--- config.mk ---
export PLATFORM = sky130hd
export DESIGN_NAME = vcfb_ctrl
export DESIGN_NICKNAME = d
export VERILOG_FILES = /design/src/rtl/vcfb_pkg.sv /design/src/rtl/vcfb_ctrl.sv
export VERILOG_INCLUDE_DIRS = /design/src /design/src/rtl
export SDC_FILE = /design/constraint.sdc
export NUM_CORES = 1
export LEC_CHECK = 0
export BUFFER_PORTS_ARGS = -buffer_cell sky130_fd_sc_hd__buf_2
export CAP_MARGIN = 0
export CORE_AREA = 2 2 39 41
export DETAILED_ROUTE_END_ITERATION = 10
export DIE_AREA = 0 0 41 43
export SYNTH_ARGS = -nofsm -noshare
export SYNTH_HDL_FRONTEND = slang
export SYNTH_SLANG_ARGS = --single-unit
--- constraint.sdc ---
create_clock -name clk_i -period 1.05 [get_ports clk_i]
set_clock_uncertainty 0.05 [all_clocks]
set_input_delay 0.0525 -clock clk_i [delete_from_list [all_inputs] [get_ports clk_i]]
set_output_delay 0.0525 -clock clk_i [all_outputs]
set_load 0.03 [all_outputs]
--- src/rtl/virtual_channel_flit_buffer_defines.svh ---
// -----------------------------------------------------------------------------
// Virtual channel flit buffer assertion macros
// Shared concurrent check forms, clocked on clk_i, quiet during reset.
// -----------------------------------------------------------------------------
`ifndef VIRTUAL_CHANNEL_FLIT_BUFFER_DEFINES_SVH
`define VIRTUAL_CHANNEL_FLIT_BUFFER_DEFINES_SVH

// same-cycle implication
`define VCFB_ASSERT(lbl, ante, cons) \
  lbl: assert property (@(posedge clk_i) disable iff (!rst_ni) (ante) |-> (cons)) \
    else $error("vcfb: same-cycle check failed");

// next-cycle implication
`define VCFB_ASSERT_NEXT(lbl, ante, cons) \
  lbl: assert property (@(posedge clk_i) disable iff (!rst_ni) (ante) |=> (cons)) \
    else $error("vcfb: next-cycle check failed");

`endif

--- src/rtl/vcfb_pkg.sv ---
// -----------------------------------------------------------------------------
// Virtual channel flit buffer package
// Sizes, codes and the controller command bundle.
// -----------------------------------------------------------------------------
`timescale 1ns / 1ps
`default_nettype none

package vcfb_pkg;

  localparam int unsigned MAX_CHANNELS = 8;
  localparam int unsigned MAX_DEPTH    = 16;
  localparam int unsigned FLIT_W       = 64;

  localparam int unsigned CMD_W      = 2;
  localparam int unsigned CH_W       = 3;
  localparam int unsigned PTR_W      = (MAX_DEPTH > 1) ? $clog2(MAX_DEPTH) : 1;
  localparam int unsigned CNT_W      = $clog2(MAX_DEPTH + 1);
  localparam int unsigned ADDR_W     = CH_W + PTR_W;
  localparam int unsigned MEM_DEPTH  = MAX_CHANNELS * MAX_DEPTH;
  localparam int unsigned STATUS_W   = 2;

  localparam int unsigned ACT_W      = 4;
  localparam int unsigned LIM_W      = 5;
  localparam int unsigned CFG_DATA_W = 5;
  localparam int unsigned CFG_IDX_W  = 1;

  typedef enum logic [CMD_W-1:0] {
    OP_PUSH  = 2'd0,
    OP_PULL  = 2'd1,
    OP_PEEK  = 2'd2,
    OP_QUERY = 2'd3
  } op_e;

  typedef enum logic [STATUS_W-1:0] {
    ST_OK    = 2'd0,
    ST_FULL  = 2'd1,
    ST_EMPTY = 2'd2,
    ST_BADCH = 2'd3
  } status_e;

  typedef enum logic [CFG_IDX_W-1:0] {
    REG_ACTIVE_CHANNELS   = 1'b0,
    REG_QUEUE_DEPTH_LIMIT = 1'b1
  } reg_idx_e;

  typedef struct packed {
    logic capture;
    logic exec;
    logic load_out;
  } ctrl_cmd_t;

endpackage

`default_nettype wire

--- src/rtl/vcfb_ctrl.sv ---
// -----------------------------------------------------------------------------
// Virtual channel flit buffer controller
// Sequences capture, execute and result load; owns the result valid flag.
// -----------------------------------------------------------------------------
`timescale 1ns / 1ps
`default_nettype none

`include "virtual_channel_flit_buffer_defines.svh"

module vcfb_ctrl (
  input  wire logic                  clk_i,
  input  wire logic                  rst_ni,
  input  wire logic                  in_valid_i,
  output logic                       in_ready_o,
  output logic                       out_valid_o,
  input  wire logic                  out_ready_i,
  output vcfb_pkg::ctrl_cmd_t        cmd_o
);

  typedef enum logic [1:0] {
    S_IDLE,
    S_EXEC,
    S_FIN
  } state_e;

  state_e state_q;
  logic   out_valid_q;
  logic   slot_free;

  assign slot_free       = !out_valid_q || out_ready_i;
  assign in_ready_o      = (state_q == S_IDLE);
  assign out_valid_o     = out_valid_q;
  assign cmd_o.capture   = in_valid_i && in_ready_o;
  assign cmd_o.exec      = (state_q == S_EXEC);
  assign cmd_o.load_out  = (state_q == S_FIN) && slot_free;

  always_ff @(posedge clk_i or negedge rst_ni) begin
    if (!rst_ni) begin
      state_q     <= S_IDLE;
      out_valid_q <= 1'b0;
    end else begin
      unique case (state_q)
        S_IDLE: begin
          if (out_valid_q && out_ready_i) out_valid_q <= 1'b0;
          if (in_valid_i) state_q <= S_EXEC;
        end
        S_EXEC: begin
          if (out_valid_q && out_ready_i) out_valid_q <= 1'b0;
          state_q <= S_FIN;
        end
        S_FIN: begin
          if (slot_free) begin
            out_valid_q <= 1'b1;
            state_q     <= S_IDLE;
          end
        end
        default: state_q <= S_IDLE;
      endcase
    end
  end

  `VCFB_ASSERT_NEXT(a_capture_to_exec, cmd_o.capture, state_q == S_EXEC)
  `VCFB_ASSERT(a_busy_not_ready, state_q != S_IDLE, !in_ready_o)
  `VCFB_ASSERT_NEXT(a_load_sets_valid, cmd_o.load_out, out_valid_q && state_q == S_IDLE)

endmodule

`default_nettype wire

==> impl_results.md <==
- Starting density of the core: 0.104
- F_max: 866 MHz
- Synth top cells by count: dfrtp_1 (3), and2_1 (2), nand2b_1 (2), nor2b_1 (2)
- Largest net degree at the start of global routing: 5
- Ant diodes: 0
- Area leader, netlist: dfrtp_1
- Share of cells above drive strength 1: 0.643
- Clock slew seen by the registers of the worst setup and hold paths: 0.04 ns
- Fillcell total: 152
- CTS buffer count: 3
- Final nets: 33
- Total power: 874 uW
- Via count: 136
- Core Area: 0.00138 mm^2
- Total congestion overflow: 0
- CTS max path bufs: 2
- Slowest cell on crit path: dfrtp_2
- Worst setup SP type: register
- Clk_lat worst skew: 0.23 ns
- Leak Pwr: 0.142 nW
- Worst path cell trace: nor2_4 -> and2_4 -> buf_6
- Top-count cell post-synth: dfrtp_1
- PwrDens: 2950 mW/mm^2
- Final Max Tran Viols: 0
- Clock Sinks: 3
- Critical path class: reg2out
- Initial DRC count: 0
- WHS: -0.00209 ns
- Syn Nets: 18
- Mean post-synth cell area: 10.3 um^2
- Area share of the largest cell type after synthesis: 0.522
- Register bit total from synthesis: 3
- H-tree levels: 1
- CP Capture Type: primary output
- Worst slew margin relative to its limit: 0.897
- Post-layout util: 0.214
- Worst Path Arrival: 1.05 ns
- Synthesized area: 144 um^2
- Routed len/inst: 7.55 um
- Final WS setup: -0.105 ns
- MaxCap Viol Count: 0
- Fin crit share: 1.10
- Floorplan die area: 0.00176 mm^2
- Worst slew pin tran: 0.154 ns
- Io pins: 9
- Root Driver: clkbuf_4
- Synth area leaders: dfrtp_1 (52%), and2_1 (8.7%), nand2b_1 (8.7%)
- Ys Warns: 0
- First drt pass iteration count: 1
- Vias in the first global route: 143
- Post-synthesis cell type count: 9
- Type of the worst min-delay path: in2reg
- Number of port buffers: 8
- Site Rows: 14
- Detail Route Antenna Nets: 0
- GPL Wtd Cong: 0.526
- Max incr delay on CP: 0.44 ns
- Area Overhead vs Synth: 106%
- Sequential area share after synthesis: 0.522
- Clock period minus final worst setup slack: 1.16 ns
- Synth async-reset ratio: 1.00
- First-pass GRT wire length: 489 um
- Via density: 3.09
- RSZ-0062 raised after global routing: yes
- Failing checks: hold timing, setup timing
- CP Buf/Inv Count: 1
- Die Span X: 41 um
- Delay-heaviest family, CP: flip-flops
- DRC Markers: 0
- Most used DFF post-synth: dfrtp_1
- Final wirelength: 332 um
- Initial antenna violation count: 0
- Final hold violation count: 1
- Req. time, crit path: 0.95 ns
- Design area: 297 um^2
- VDD IR max: 0.586 mV
- Syn Inst Count: 14
- Outcome: complete, but fails checks
- CTS tree: built
- Die height: 43 um
- Dpl cell area: 213 um^2
- Post-synth EDFFs: 0
- Final setup viols: 4
- Total GRT Usage: 0.0514
- CP max FO: 4
==> cells by family (layout without fill, tap and decap cells) <==
logic type             after synthesis  after routing  synth area share
and+or+nand+nor                      8              8             0.365
DFF                                  3              3             0.522
AOI/OAI and AO/OA                    2              2            0.0869
buffers and inverters                1             15            0.0261
==> report_power, final <==
part	switching (mW)	leakage, nW	internal [mW]	total, mW
combinational	0.237	0.0898	0.223	0.460
clock	0.0592	0.0150	0.142	0.202
sequential	0.0525	0.0369	0.160	0.212
==> registers in the layout, summed over array words and instances, names as in the netlist <==
name / count
out_valid_o: 1
state_q: 2
==> worst paths after layout <==
path,endpoint,cells after the start,slack (ns),start
worst min register to register,out_valid_o,2,0.50,out_valid_o
worst max register to register,state_q[1],2,0.13,state_q[0]
max in group asynchronous,state_q[1],2,0.74,rst_ni
worst max-delay path,cmd_o[2],3,-0.11,state_q[1]
min in group asynchronous,state_q[0],2,0.10,rst_ni
worst min-delay path,state_q[0],2,-0.002,in_valid_i
==> cell usage in the layout (no fill, tap or decap) <==
cell	synthesis	routed
dfrtp_1	3	2
dlygate4sd3_1	0	1
nor2_4	0	1
buf_2	0	4
and2_4	0	1
nor2b_2	1	1
nor2b_1	2	1
nand2b_4	0	1
nor2b_4	0	1
o21ai_1	1	1
clkbuf_1	0	1
nand2b_1	2	1
dfrtp_2	0	1
buf_6	0	4
o21bai_1	1	1
inv_1	1	1
buf_4	0	1
and2_1	2	1
clkbuf_4	0	3
==> per-layer routing <==
layer	share of wire	vias up	wire, um	global-route usage
li1	-	71	-	-
met1	0.40	59	133	0.0455
met2	0.51	6	170	0.0594
met3	0.084	0	28	0.0314
met4	0	0	0	0.0800
met5	0	-	0	0
==> cell type report <==
type,count,area [um^2],area share
Timing Repair Buffer,10,82.6,0.278
Inverter,1,3.75,0.0127
Tap cell,16,20.0,0.0675
Sequential cell,3,76.3,0.257
Multi-Input combinational cell,10,87.6,0.295
Clock buffer,4,26.3,0.0886
==> worst reg2reg max path: cells and delay by family (launching register included) <==
kind,cells,cell delay [ns]
AOI/OAI and AO/OA,1,0.16
DFF,1,0.41
and+or+nand+nor,1,0.18
==> metrics by stage <==
stage | TNS [ns] | setup slack [ns] | instances | hold slack (ns)
floorplan | -0.00626 | -0.00626 | 14 | -0.293
global placement | 0 | 0.0732 | 38 | -0.201
detailed placement | 0 | 0.0649 | 38 | -0.200
CTS | -0.384 | -0.124 | 44 | -0.0110
global route | -0.544 | -0.165 | 44 | 0.00297
finish | -0.293 | -0.105 | 44 | -0.00209
==> what timing repair did <==
item | CTS | global route
buffers inserted | 1 | 0
hold buffers | 1 | 0
setup endpoints to repair | 4 | 4
pin swaps | 2 | 0
resized for setup | 11 | 1
hold endpoints to repair | 4 | 0
Note: power is estimated with default switching activity, not from simulation.
